**config.mk**
```make
export PLATFORM = sky130hd
export DESIGN_NAME = angle_bias_kalman_filter_core
export DESIGN_NICKNAME = d
export VERILOG_FILES = /design/src/rtl/core/abkf_pkg.sv /design/src/rtl/core/angle_bias_kalman_filter_core.sv /design/src/rtl/core/abkf_mul.sv /design/src/rtl/core/abkf_div.sv
export VERILOG_INCLUDE_DIRS = /design/src /design/src/rtl/core
export SDC_FILE = /design/constraint.sdc
export NUM_CORES = 2
export LEC_CHECK = 0
export ABC_AREA = 1
export BUFFER_PORTS_ARGS = -buffer_cell sky130_fd_sc_hd__buf_2
export CELL_PAD_IN_SITES_DETAIL_PLACEMENT = 1
export CELL_PAD_IN_SITES_GLOBAL_PLACEMENT = 1
export CORE_AREA = 2 2 449 451
export CTS_CLUSTER_DIAMETER = 30
export DETAILED_ROUTE_END_ITERATION = 10
export DIE_AREA = 0 0 451 453
export PLACE_DENSITY_LB_ADDON = 0.1
export SYNTH_ARGS = -nofsm -noshare
export SYNTH_HDL_FRONTEND = slang
export SYNTH_SLANG_ARGS = --single-unit
export TNS_END_PERCENT = 100
```
**constraint.sdc**
```tcl
create_clock -name clk -period 8.24 [get_ports clk]
set_input_delay 1.648 -clock clk [delete_from_list [all_inputs] [get_ports clk]]
set_output_delay 1.648 -clock clk [all_outputs]
set_load 0.01 [all_outputs]
```
**src/rtl/core/angle_bias_kalman_filter_core_defines.svh**
```systemverilog
// Assertion macros shared by the angle and bias Kalman filter RTL.
// Included by the files that carry assertions; depends on nothing else.
`ifndef ANGLE_BIAS_KALMAN_FILTER_CORE_DEFINES_SVH
`define ANGLE_BIAS_KALMAN_FILTER_CORE_DEFINES_SVH
`ifndef SYNTHESIS
`define ABKF_ASSERT_SAME(lbl, ante, cons) \
    lbl: assert property (@(posedge clk) disable iff (!rst_n) (ante) |-> (cons)) \
    else $error("assertion failed");
`define ABKF_ASSERT_NEXT(lbl, ante, cons) \
    lbl: assert property (@(posedge clk) disable iff (!rst_n) (ante) |=> (cons)) \
    else $error("assertion failed");
`else
`define ABKF_ASSERT_SAME(lbl, ante, cons)
`define ABKF_ASSERT_NEXT(lbl, ante, cons)
`endif
`endif

```
**src/rtl/core/abkf_pkg.sv**
```systemverilog
// Shared constants and helpers for the angle and bias Kalman filter.
// Used by every module of the block; depends on nothing.
package abkf_pkg;

    localparam int FracBits = 24;
    localparam logic [30:0] QAngleReset = 31'd167772;
    localparam logic [30:0] QGyroReset = 31'd838861;
    localparam logic [30:0] RAngleReset = 31'd8388608;
    localparam logic [30:0] PeriodReset = 31'd167772;
    localparam logic signed [31:0] CovOne = 32'sd16777216;

    localparam logic [2:0] REG_Q_ANGLE = 3'd0;
    localparam logic [2:0] REG_Q_GYRO = 3'd1;
    localparam logic [2:0] REG_R_ANGLE = 3'd2;
    localparam logic [2:0] REG_PERIOD = 3'd3;

    function automatic logic signed [31:0] sat32(input logic signed [44:0] x);
        logic signed [31:0] r;
        if (x > 45'sd2147483647)
        begin
            r = 32'sh7fffffff;
        end
        else if (x < -45'sd2147483648)
        begin
            r = 32'sh80000000;
        end
        else
        begin
            r = x[31:0];
        end
        return r;
    endfunction

endpackage

```
**src/rtl/core/angle_bias_kalman_filter_core.sv**
```systemverilog
// Top level of the two-state angle and gyro bias Kalman filter.
// Depends on abkf_pkg, abkf_mul, abkf_div and the assertion header.
//
// Usage: a request on the input channel (in_valid, in_ready) carries one
// accelerometer angle and one gyro rate, both signed Q16.16. The block then
// runs one filter step and offers the fused angle and the bias-corrected
// rate on the output channel (out_valid, out_ready). Tuning registers are
// written through the cfg channel (cfg_valid, cfg_ready, cfg_index,
// cfg_data); cfg_ready is always high and indexes above three are ignored.
// The result is offered when its step is done, and no new request is taken
// until that result has been loaded into the output register: ten products on
// a bit-serial multiplier and two gains on a restoring divider run one after
// another, after the request is taken and before the output is loaded.
// When the innovation variance is not positive the divider is skipped and
// the step is shorter.
// Reset loads the default tuning values, clears the angle and bias and sets
// the covariance to the identity. A stalled receiver holds the result in
// the output register; the next sample is still taken, but its result waits
// until the previous one has gone.
`include "angle_bias_kalman_filter_core_defines.svh"
module angle_bias_kalman_filter_core (
    input  logic               clk,
    input  logic               rst_n,
    input  logic               in_valid,
    output logic               in_ready,
    input  logic signed [31:0] angle_meas,
    input  logic signed [31:0] gyro_rate,
    output logic               out_valid,
    input  logic               out_ready,
    output logic signed [31:0] angle_est,
    output logic signed [31:0] rate_est,
    input  logic               cfg_valid,
    output logic               cfg_ready,
    input  logic [2:0]         cfg_index,
    input  logic [30:0]        cfg_data
);
    import abkf_pkg::*;

    localparam logic [2:0] S_IDLE = 3'd0;
    localparam logic [2:0] S_MUL = 3'd1;
    localparam logic [2:0] S_MWAIT = 3'd2;
    localparam logic [2:0] S_DIV = 3'd3;
    localparam logic [2:0] S_DWAIT = 3'd4;
    localparam logic [2:0] S_OUT = 3'd5;

    localparam logic [3:0] OP_PREDICT = 4'd0;
    localparam logic [3:0] OP_PROP_00 = 4'd1;
    localparam logic [3:0] OP_PROP_X1 = 4'd2;
    localparam logic [3:0] OP_PROP_11 = 4'd3;
    localparam logic [3:0] OP_UPD_00 = 4'd4;
    localparam logic [3:0] OP_UPD_01 = 4'd5;
    localparam logic [3:0] OP_UPD_10 = 4'd6;
    localparam logic [3:0] OP_UPD_11 = 4'd7;
    localparam logic [3:0] OP_CORR_BIAS = 4'd8;
    localparam logic [3:0] OP_CORR_ANGLE = 4'd9;

    logic [2:0]  state_reg;
    logic [3:0]  op_reg;
    logic        sel_reg;
    logic [30:0] q_angle_reg, q_gyro_reg, r_angle_reg, period_reg;
    logic signed [31:0] angle_reg, bias_reg, c00_reg, c01_reg, c10_reg, c11_reg;
    logic signed [31:0] k0_reg, k1_reg, t0_reg, t1_reg, meas_reg, gyro_reg;
    logic        out_valid_reg;
    logic signed [31:0] angle_out_reg, rate_out_reg;

    logic               mul_start, mul_done, div_start, div_done;
    logic signed [33:0] mul_a, mul_b;
    logic signed [43:0] mul_res;
    logic signed [31:0] div_num, div_quot;
    logic signed [33:0] e_val;
    logic               e_pos;
    logic signed [31:0] pd0;
    logic signed [33:0] dt_op;

    abkf_mul u_mul (
        .clk(clk), .rst_n(rst_n), .start(mul_start), .a(mul_a), .b(mul_b),
        .done(mul_done), .result(mul_res)
    );

    abkf_div u_div (
        .clk(clk), .rst_n(rst_n), .start(div_start), .num(div_num),
        .den(e_val[32:0]), .done(div_done), .quot(div_quot)
    );

    always_comb
    begin
        dt_op = $signed({3'b000, period_reg});
        pd0 = sat32(45'sd0 + $signed({14'd0, q_angle_reg}) - c01_reg - c10_reg);
        e_val = $signed({3'b000, r_angle_reg}) + c00_reg;
        e_pos = !e_val[33] && (e_val != 34'sd0);
        div_num = sel_reg ? c10_reg : c00_reg;
        mul_a = 34'sd0;
        mul_b = dt_op;
        unique case (op_reg)
            OP_PREDICT: mul_a = 34'(gyro_reg) - 34'(bias_reg);
            OP_PROP_00: mul_a = 34'(pd0);
            OP_PROP_X1: mul_a = 34'(c11_reg);
            OP_PROP_11: mul_a = $signed({3'b000, q_gyro_reg});
            OP_UPD_00:
            begin
                mul_a = 34'(t0_reg);
                mul_b = 34'(k0_reg);
            end
            OP_UPD_01:
            begin
                mul_a = 34'(t1_reg);
                mul_b = 34'(k0_reg);
            end
            OP_UPD_10:
            begin
                mul_a = 34'(t0_reg);
                mul_b = 34'(k1_reg);
            end
            OP_UPD_11:
            begin
                mul_a = 34'(t1_reg);
                mul_b = 34'(k1_reg);
            end
            OP_CORR_BIAS:
            begin
                mul_a = 34'(meas_reg) - 34'(angle_reg);
                mul_b = 34'(k1_reg);
            end
            OP_CORR_ANGLE:
            begin
                mul_a = 34'(meas_reg) - 34'(angle_reg);
                mul_b = 34'(k0_reg);
            end
            default: mul_a = 34'sd0;
        endcase
    end

    assign mul_start = (state_reg == S_MUL);
    assign div_start = (state_reg == S_DIV) && e_pos;
    assign in_ready = (state_reg == S_IDLE);
    assign cfg_ready = 1'b1;
    assign out_valid = out_valid_reg;
    assign angle_est = angle_out_reg;
    assign rate_est = rate_out_reg;

    always_ff @(posedge clk or negedge rst_n)
    begin
        if (!rst_n)
        begin
            state_reg <= S_IDLE;
            op_reg <= OP_PREDICT;
            sel_reg <= 1'b0;
            out_valid_reg <= 1'b0;
            q_angle_reg <= QAngleReset;
            q_gyro_reg <= QGyroReset;
            r_angle_reg <= RAngleReset;
            period_reg <= PeriodReset;
            angle_reg <= 32'sd0;
            bias_reg <= 32'sd0;
            c00_reg <= CovOne;
            c01_reg <= 32'sd0;
            c10_reg <= 32'sd0;
            c11_reg <= CovOne;
            k0_reg <= 32'sd0;
            k1_reg <= 32'sd0;
            t0_reg <= 32'sd0;
            t1_reg <= 32'sd0;
        end
        else
        begin
            if (cfg_valid)
            begin
                unique case (cfg_index)
                    REG_Q_ANGLE: q_angle_reg <= cfg_data;
                    REG_Q_GYRO: q_gyro_reg <= cfg_data;
                    REG_R_ANGLE: r_angle_reg <= cfg_data;
                    REG_PERIOD: period_reg <= cfg_data;
                    default: ;
                endcase
            end
            if (out_valid_reg && out_ready && state_reg != S_OUT)
            begin
                out_valid_reg <= 1'b0;
            end
            unique case (state_reg)
                S_IDLE:
                begin
                    if (in_valid)
                    begin
                        op_reg <= OP_PREDICT;
                        state_reg <= S_MUL;
                    end
                end
                S_MUL: state_reg <= S_MWAIT;
                S_MWAIT:
                begin
                    if (mul_done)
                    begin
                        unique case (op_reg)
                            OP_PREDICT:
                                angle_reg <= sat32(45'(angle_reg) + 45'(mul_res));
                            OP_PROP_00: c00_reg <= sat32(45'(c00_reg) + 45'(mul_res));
                            OP_PROP_X1:
                            begin
                                c01_reg <= sat32(45'(c01_reg) - 45'(mul_res));
                                c10_reg <= sat32(45'(c10_reg) - 45'(mul_res));
                            end
                            OP_PROP_11: c11_reg <= sat32(45'(c11_reg) + 45'(mul_res));
                            OP_UPD_00: c00_reg <= sat32(45'(c00_reg) - 45'(mul_res));
                            OP_UPD_01: c01_reg <= sat32(45'(c01_reg) - 45'(mul_res));
                            OP_UPD_10: c10_reg <= sat32(45'(c10_reg) - 45'(mul_res));
                            OP_UPD_11: c11_reg <= sat32(45'(c11_reg) - 45'(mul_res));
                            OP_CORR_BIAS:
                                bias_reg <= sat32(45'(bias_reg) + 45'(mul_res));
                            OP_CORR_ANGLE:
                                angle_reg <= sat32(45'(angle_reg) + 45'(mul_res));
                            default: ;
                        endcase
                        if (op_reg == OP_PROP_11)
                        begin
                            sel_reg <= 1'b0;
                            state_reg <= S_DIV;
                        end
                        else if (op_reg == OP_CORR_ANGLE)
                        begin
                            state_reg <= S_OUT;
                        end
                        else
                        begin
                            op_reg <= op_reg + 4'd1;
                            state_reg <= S_MUL;
                        end
                    end
                end
                S_DIV:
                begin
                    if (e_pos)
                    begin
                        state_reg <= S_DWAIT;
                    end
                    else
                    begin
                        k0_reg <= 32'sd0;
                        k1_reg <= 32'sd0;
                        t0_reg <= c00_reg;
                        t1_reg <= c01_reg;
                        op_reg <= OP_UPD_00;
                        state_reg <= S_MUL;
                    end
                end
                S_DWAIT:
                begin
                    if (div_done)
                    begin
                        if (!sel_reg)
                        begin
                            k0_reg <= div_quot;
                            sel_reg <= 1'b1;
                            state_reg <= S_DIV;
                        end
                        else
                        begin
                            k1_reg <= div_quot;
                            t0_reg <= c00_reg;
                            t1_reg <= c01_reg;
                            op_reg <= OP_UPD_00;
                            state_reg <= S_MUL;
                        end
                    end
                end
                S_OUT:
                begin
                    if (!out_valid_reg || out_ready)
                    begin
                        out_valid_reg <= 1'b1;
                        state_reg <= S_IDLE;
                    end
                end
                default: state_reg <= S_IDLE;
            endcase
        end
    end

    always_ff @(posedge clk)
    begin
        if (state_reg == S_IDLE && in_valid)
        begin
            meas_reg <= angle_meas;
            gyro_reg <= gyro_rate;
        end
        if (state_reg == S_OUT && (!out_valid_reg || out_ready))
        begin
            angle_out_reg <= angle_reg;
            rate_out_reg <= sat32(45'(gyro_reg) - 45'(bias_reg));
        end
    end

    `ABKF_ASSERT_SAME(a_accept_idle, in_valid && in_ready, state_reg == S_IDLE)
    `ABKF_ASSERT_SAME(a_mul_done_wait, mul_done, state_reg == S_MWAIT)
    `ABKF_ASSERT_SAME(a_div_done_wait, div_done, state_reg == S_DWAIT)
    `ABKF_ASSERT_NEXT(a_out_load, state_reg == S_OUT && !out_valid_reg, out_valid_reg)

endmodule

```
**src/rtl/core/abkf_mul.sv**
```systemverilog
// Bit-serial signed multiplier with rounding of the product by 2^24.
// Depends on abkf_pkg.
module abkf_mul (
    input  logic                clk,
    input  logic                rst_n,
    input  logic                start,
    input  logic signed [33:0]  a,
    input  logic signed [33:0]  b,
    output logic                done,
    output logic signed [43:0]  result
);
    import abkf_pkg::*;

    logic        busy_reg, busy_next;
    logic        done_reg, done_next;
    logic [5:0]  cnt_reg, cnt_next;
    logic [32:0] hi_reg, hi_next;
    logic [32:0] lo_reg, lo_next;
    logic [32:0] mcand_reg, mcand_next;
    logic        neg_reg, neg_next;
    logic [33:0] a_mag, b_mag, sum;
    logic [66:0] rsum;
    logic [43:0] mag;

    always_comb
    begin
        a_mag = a[33] ? 34'(-a) : 34'(a);
        b_mag = b[33] ? 34'(-b) : 34'(b);
        sum = {1'b0, hi_reg} + (lo_reg[0] ? {1'b0, mcand_reg} : 34'd0);
        busy_next = busy_reg;
        done_next = 1'b0;
        cnt_next = cnt_reg;
        hi_next = hi_reg;
        lo_next = lo_reg;
        mcand_next = mcand_reg;
        neg_next = neg_reg;
        if (start)
        begin
            busy_next = 1'b1;
            cnt_next = 6'd0;
            hi_next = 33'd0;
            lo_next = b_mag[32:0];
            mcand_next = a_mag[32:0];
            neg_next = a[33] ^ b[33];
        end
        else if (busy_reg)
        begin
            hi_next = sum[33:1];
            lo_next = {sum[0], lo_reg[32:1]};
            cnt_next = cnt_reg + 6'd1;
            if (cnt_reg == 6'd32)
            begin
                busy_next = 1'b0;
                done_next = 1'b1;
            end
        end
    end

    always_ff @(posedge clk or negedge rst_n)
    begin
        if (!rst_n)
        begin
            busy_reg <= 1'b0;
            done_reg <= 1'b0;
        end
        else
        begin
            busy_reg <= busy_next;
            done_reg <= done_next;
        end
    end

    always_ff @(posedge clk)
    begin
        cnt_reg <= cnt_next;
        hi_reg <= hi_next;
        lo_reg <= lo_next;
        mcand_reg <= mcand_next;
        neg_reg <= neg_next;
    end

    always_comb
    begin
        rsum = {1'b0, hi_reg, lo_reg} + (67'd1 << (FracBits - 1));
        mag = {2'b00, rsum[65:24]};
        result = neg_reg ? -$signed(mag) : $signed(mag);
    end

    assign done = done_reg;

endmodule

```
**src/rtl/core/abkf_div.sv**
```systemverilog
// Restoring divider, one quotient bit per cycle, giving sat(num * 2^24 / den).
// Depends on abkf_pkg.
module abkf_div (
    input  logic               clk,
    input  logic               rst_n,
    input  logic               start,
    input  logic signed [31:0] num,
    input  logic [32:0]        den,
    output logic               done,
    output logic signed [31:0] quot
);
    import abkf_pkg::*;

    logic        busy_reg, busy_next;
    logic        done_reg, done_next;
    logic [5:0]  cnt_reg, cnt_next;
    logic [32:0] rem_reg, rem_next;
    logic [55:0] nsh_reg, nsh_next;
    logic [55:0] q_reg, q_next;
    logic [32:0] den_reg, den_next;
    logic        neg_reg, neg_next;
    logic [31:0] num_mag;
    logic [33:0] trial;
    logic [33:0] diff;

    always_comb
    begin
        num_mag = num[31] ? 32'(-num) : 32'(num);
        trial = {rem_reg, nsh_reg[55]};
        diff = trial - {1'b0, den_reg};
        busy_next = busy_reg;
        done_next = 1'b0;
        cnt_next = cnt_reg;
        rem_next = rem_reg;
        nsh_next = nsh_reg;
        q_next = q_reg;
        den_next = den_reg;
        neg_next = neg_reg;
        if (start)
        begin
            busy_next = 1'b1;
            cnt_next = 6'd0;
            rem_next = 33'd0;
            nsh_next = {num_mag, 24'd0};
            q_next = 56'd0;
            den_next = den;
            neg_next = num[31];
        end
        else if (busy_reg)
        begin
            nsh_next = {nsh_reg[54:0], 1'b0};
            if (!diff[33])
            begin
                rem_next = diff[32:0];
                q_next = {q_reg[54:0], 1'b1};
            end
            else
            begin
                rem_next = trial[32:0];
                q_next = {q_reg[54:0], 1'b0};
            end
            cnt_next = cnt_reg + 6'd1;
            if (cnt_reg == 6'd55)
            begin
                busy_next = 1'b0;
                done_next = 1'b1;
            end
        end
    end

    always_ff @(posedge clk or negedge rst_n)
    begin
        if (!rst_n)
        begin
            busy_reg <= 1'b0;
            done_reg <= 1'b0;
        end
        else
        begin
            busy_reg <= busy_next;
            done_reg <= done_next;
        end
    end

    always_ff @(posedge clk)
    begin
        cnt_reg <= cnt_next;
        rem_reg <= rem_next;
        nsh_reg <= nsh_next;
        q_reg <= q_next;
        den_reg <= den_next;
        neg_reg <= neg_next;
    end

    always_comb
    begin
        if (neg_reg)
        begin
            quot = (q_reg > 56'd2147483648) ? 32'sh80000000 : -$signed(q_reg[31:0]);
        end
        else
        begin
            quot = (q_reg > 56'd2147483647) ? 32'sh7fffffff : $signed(q_reg[31:0]);
        end
    end

    assign done = done_reg;

endmodule

```
; Yosys cells after proc, flatten, opt, wreduce, memory -nomap -nowiden
; Cells that the tools add are included.
[word_totals]
regBits = 852
in_bits = 103
[op_classes]
n_addsub = 25
magnitude_cmp = 22
eq_ne = 30
mux = 89
bitwise_logic = 1
reduce_logical = 43
[op_table]
columns = cell, count
row1 = 32-bit two-way mux, 35
row2 = 32-bit one-hot mux with 2 select lines, 6
row3 = "45-bit by 32-bit greater-than comparator with 1-bit output, second input constant", 8
row4 = "45-bit by 32-bit less-than comparator with 1-bit output, second input constant", 8
row5 = 34-bit one-hot mux with 7 select lines, 1
row6 = 33-bit two-way mux, 6
row7 = 32-bit by 44-bit adder with 45-bit output, 4
row8 = 32-bit by 44-bit subtractor with 45-bit output, 4
row9 = 32-bit by 32-bit subtractor with 33-bit output, 4
row10 = 56-bit two-way mux, 2
row11 = 34-bit one-hot mux with 2 select lines, 1
row12 = "66-bit by 24-bit adder with 66-bit output, second input constant", 1
row13 = 33-bit negation, 2
row14 = 32-bit negation, 2
row15 = "56-bit by 31-bit greater-than comparator with 1-bit output, second input constant", 1
row16 = "56-bit by 32-bit greater-than comparator with 1-bit output, second input constant", 1
row17 = 44-bit two-way mux, 1
row18 = 42-bit negation with 44-bit output, 1
row19 = 33-bit by 34-bit adder with 34-bit output, 1
row20 = "34-bit by 32-bit greater-than comparator with 1-bit output, second input constant", 1
row21 = "34-bit by 32-bit less-than comparator with 1-bit output, second input constant", 1
row22 = 34-bit nonzero test, 1
row23 = 33-bit by 32-bit subtractor with 34-bit output, 1
row24 = 34-bit by 33-bit subtractor with 34-bit output, 1
row25 = other kinds (37), 116

; Depth between registers and ports, before layout
[logic_depth]
depth_word = 8
mapped_depth = 45

; Cells and area by module
; From an unflattened synthesis, not the netlist that was laid out.
[unflattened]
hier_cells = 13369
area_unflattened_um2 = 83669.0
[modules_own_cells]
columns = mod, n_inst, cells_per_inst, area_each_um2
row1 = angle_bias_kalman_filter_core, 1, 10109, 62286.0
row2 = abkf_div, 1, 1566, 10869.2
row3 = abkf_mul, 1, 1694, 10513.8

; Least setup slack after synthesis
; Ideal clock, no wire load.
[synth_timing]
path_kind = input to register
from = input port out_ready
to = register angle_out_reg[0] (netlist: angle_est[0]), enable pin
setup_ps = 507
t_arrival_ps = 4832
required_ps = 7733
setup_slack_ps = 2901
stages = 2
path_buffers = 0
path_cell_list = inv_1 -> a21oi_1
[synth_between]
elab_chain_len = 2
[synth_lines]
columns = item, line_no
row1 = from (decl), angle_bias_kalman_filter_core.sv:29  ; input logic out_ready,
row2 = 1-bit logical OR, angle_bias_kalman_filter_core.sv:286  ; if (state_reg == S_OUT && (!out_valid_reg || out_ready))
row3 = 1-bit logical AND, angle_bias_kalman_filter_core.sv:286
row4 = to (signal assigned), angle_bias_kalman_filter_core.sv:288  ; angle_out_reg <= angle_reg;
row5 = to (decl), angle_bias_kalman_filter_core.sv:64  ; logic signed [31:0] angle_out_reg, rate_out_reg;
; Every way passes these cells.
; A chain may end at the register's enable or synchronous reset.

; Worst setup path in the final report
[layout_timing]
from = register u_mul.lo_reg[23]
to = register c00_reg[19]
[layout_between]
elab_chain_len = 8
elab_cells_between_ends = 14
cone_classes = add/sub: 4 / order compare: 4 / mux: 6
[layout_lines]
columns = item, line_no
row1 = from (decl), abkf_mul.sv:18  ; logic [32:0] lo_reg, lo_next;
row2 = from (signal assigned), abkf_mul.sv:77  ; lo_reg <= lo_next;
row3 = 66-bit by 24-bit adder with 66-bit output (*), abkf_mul.sv:84  ; rsum = {1'b0, hi_reg, lo_reg} + (67'd1 << (FracBits - 1));
row4 = 42-bit negation with 44-bit output, abkf_mul.sv:86  ; result = neg_reg ? -$signed(mag) : $signed(mag);
row5 = 44-bit two-way mux (*), abkf_mul.sv:86
row6 = 32-bit by 44-bit subtractor with 45-bit output or 32-bit by 44-bit adder with 45-bit output (tied branches), "angle_bias_kalman_filter_core.sv:204, angle_bias_kalman_filter_core.sv:197"
row7 = 45-bit by 32-bit less-than comparator with 1-bit output, abkf_pkg.sv:23  ; else if (x < -45'sd2147483648)
row8 = 32-bit two-way mux, abkf_pkg.sv:23
row9 = 32-bit two-way mux, abkf_pkg.sv:19  ; if (x > 45'sd2147483647)
row10 = 32-bit one-hot mux with 2 select lines (*), angle_bias_kalman_filter_core.sv:194  ; unique case (op_reg)
row11 = to (signal assigned), angle_bias_kalman_filter_core.sv:155  ; c00_reg <= CovOne;
row12 = to (signal assigned), angle_bias_kalman_filter_core.sv:197  ; OP_PROP_00: c00_reg <= sat32(45'(c00_reg) + 45'(mul_res));
row13 = to (signal assigned), angle_bias_kalman_filter_core.sv:204  ; OP_UPD_00: c00_reg <= sat32(45'(c00_reg) - 45'(mul_res));
row14 = to (decl), angle_bias_kalman_filter_core.sv:61  ; logic signed [31:0] angle_reg, bias_reg, c00_reg, c01_reg, c10_reg, c11_reg;
; Mark *: on every way between the ends. The rest lies on a longest branch, timed or not.

==> results_dict.tcl <==
set metrics [dict create \
    synthArstFlopShare 0.536 \
    crit_type "reg2reg" \
    ys_seq_elements 852 \
    dr.pass1.iters 8 \
    viasPerCell 5.87 \
    r2r_slack_ns 0.33 \
    p_sw_uw 4210 \
    worstSetupEndpointType "register" \
    critPathSlowestCell "ha_1" \
    synth.area.top_cells "nand2_1 17%, dfrtp_1 13%, edfxtp_1 9.6%" \
    drt_iter0_markers 9694 \
    synth_area_um2 81500 \
    power.static_leakage_uw 0.0470 \
    coreArea_um2 199000 \
    finClkSkew_ns 0.0721 \
    clkTransAtPathRegs_ns 0.05 \
    cpPeakStageDelay_ns 0.56 \
    power_frac_clock 0.624 \
    max_slew.worst_pin.slew_ns 1.45 \
    grt_pass1_vias 93400 \
    status "finished, final reports clean" \
    dp.cells 15300 \
    synth_common_cells "3651 x nand2_1, 1736 x inv_1, 1418 x nor2_1, 778 x a21oi_1, 774 x o21ai_0" \
    slew_viol_final 0 \
    dp_slack_ns 0.171 \
    routed_wl_um 450000 \
    cp_max_fo 31 \
    largest_register_ff_count 56 \
    yosys_most_used_dff "dfrtp_1" \
    critical_path_arrival_ns 8.66 \
    clockBufferDepth 3 \
    hpwl_um 359000 \
    synth_edf_count 261 \
    reg2regPathDepth 36 \
    syn_nets 13400 \
    grt_setup_unrepaired "false" \
    cts_hold_buf 0 \
    start_util 0.409 \
    path_buf_inv 5 \
    startpoint "u_mul.lo_reg[23]" \
    ir_drop_mv 0.236 \
    die-area_um2 204000 \
    root_buffer "clkbuf_16" \
    max_freq_ghz 0.126 \
    worst-path-stages 36 \
    hold_violations 0 \
    io_pins 170 \
    worstHoldPathType "reg2reg" \
    min_period_over_period 0.960 \
    layout-drive-gt1-share 0.0735 \
    h-tree-depth 4 \
    cts.sinks 852 \
    seqPwrFrac 0.300 \
    synth_warnings 0 \
    p_sw_frac 0.272 \
    yosysUniqueCellTypes 75 \
    cp-start-kind "register" \
    gp_congestion 1.08 \
    critPathTopFamily "simple AND/OR/NAND/NOR gates" \
    antenna_found_initial 35 \
    crit_top_cell "nand2_1" \
    cap_violations 0 \
    cts_buffers 231 \
    tns_ns 0 \
    r2r-end "c00_reg[19]" \
    drcViolationCount 0 \
    worst_slack_ns 0.327 \
    avgSynthCellArea_um2 6.46 \
    final_cells 15800 \
    routed-via-count 92600 \
    fin_crit_ns 7.91 \
    final_nets 13600 \
    setup_viol 0 \
    grt_max_degree 174 \
    die_x_um 451 \
    grt_usage 0.427 \
    ys_seq_area_frac 0.270 \
    synth.top_cell.area_share 0.168 \
    grt_pass1_wl_um 641000 \
    yosysMostFrequentCell "nand2_1" \
    rows 164 \
    worstSetupEndpoint "c00_reg[19]" \
    dieHeight_um 453 \
    slew_headroom 0.0317 \
    synth.largest_area_cell "nand2_1" \
    critPathRequiredTime_ns 8.99 \
    grt_overflow 0 \
    worstReg2RegStart "u_mul.lo_reg[23]" \
    cts_tree "built" \
    area_growth_pct 15.8 \
    port_buffers 168 \
    clkLatencyLatePin_ns 0.93 \
    netlist_instances 12600 \
    avgRoutedWirePerCell_um 28.5 \
    placed_cell_area_um2 85900 \
    fin_area_um2 94400 \
    power_density_nw_per_um2 164 \
    p_int_uw 11300 \
    p_comb_frac 0.076 \
    ant_nets 0 \
]
==> worst min-delay path by stage <==
stage,endpoint,start,depth (start not counted),slack (ns)
6_report,k0_reg[28],k0_reg[28],2,0.47
5_1_grt,t1_reg[4],t1_reg[4],2,0.49
4_1_cts,k0_reg[28],k0_reg[28],2,0.47
3_5_place_dp,k0_reg[28],k0_reg[28],2,0.46
3_3_place_gp,k1_reg[12],k1_reg[12],2,0.45
2_1_floorplan,k0_reg[0],k0_reg[0],2,0.44
==> logic make-up after synthesis <==
kind of cell,synth area share
compound gates,0.148
xor+xnor,0.0614
fa+ha+maj,0.102
buf+inv,0.0984
flops,0.270
other cells,0.0000460
simple gates,0.321
==> metal layers <==
layer / GRT usage / vias up / wire [um]
li1: - / 41500 / -
met1: 0.537 / 45600 / 182000
met4: 0.316 / 12 / 38200
met2: 0.650 / 4306 / 193000
met5: 0 / - / 82
met3: 0.0821 / 1192 / 36800
==> tightest hold or removal path: cells and delay by family, from the launching register on <==
| kind | cells | cell delay [ns] |
|---|---|---|
| flip-flops | 1 | 0.34 |
| AND/OR/NAND/NOR | 2 | 0.11 |
==> what timing repair did <==
action,4_1_cts,5_1_grt
setup buffers,0,3
resized for setup,0,8
endpoints found under the setup margin,0,31
==> cells in the final DEF, fill, tap and decap left out, types with 34 or more instances in the layout <==
cell	synthesis	layout
nor4_1	42	42
inv_1	1736	1732
xor2_1	400	396
nor2_1	1418	1413
edfxtp_1	261	261
nor3_1	171	169
fa_1	44	44
a31oi_1	96	96
buf_4	16	196
dfstp_2	34	34
o21ai_0	774	770
buf_2	107	167
nand3_1	770	765
nand2_1	3651	3650
clkbuf_16	0	233
dfxtp_1	134	134
nand4_1	145	145
a21o_1	70	70
xnor2_1	171	170
ha_1	592	590
clkinv_2	0	36
o211ai_1	41	41
o21a_1	38	38
a21oi_1	778	775
o21bai_1	91	91
dfrtp_1	423	421
==> power by group through the flow <==
stage	clock network, uW	registers, uW	logic, uW
6_report	9670	4650	1180
4_1_cts	9690	4640	1150
2_1_floorplan	0	4620	715
5_1_grt	9900	4650	1290
3_3_place_gp	0	4700	1090
3_5_place_dp	0	4700	1130
==> cell type report <==
type	instances	area, um2
well taps	2656	3320
diodes	18	45.0
inverters	1752	6580
clock inverters	151	2090
multi-input cells	9696	51700
fillers	26100	105000
clock buffers	291	6310
repair buffers	368	2400
flip-flops and latches	852	22000
==> through the flow <==
stage	hold WS [ns]	power (uW)	utilization
after floorplan	0.442	5340	-
after global placement	0.453	5790	0.431
after detailed placement	0.463	5830	0.431
after CTS	0.473	15500	0.473
after global routing	0.494	15800	0.474
final	0.474	15500	0.474
Note: power is estimated with default switching activity, not from simulation.
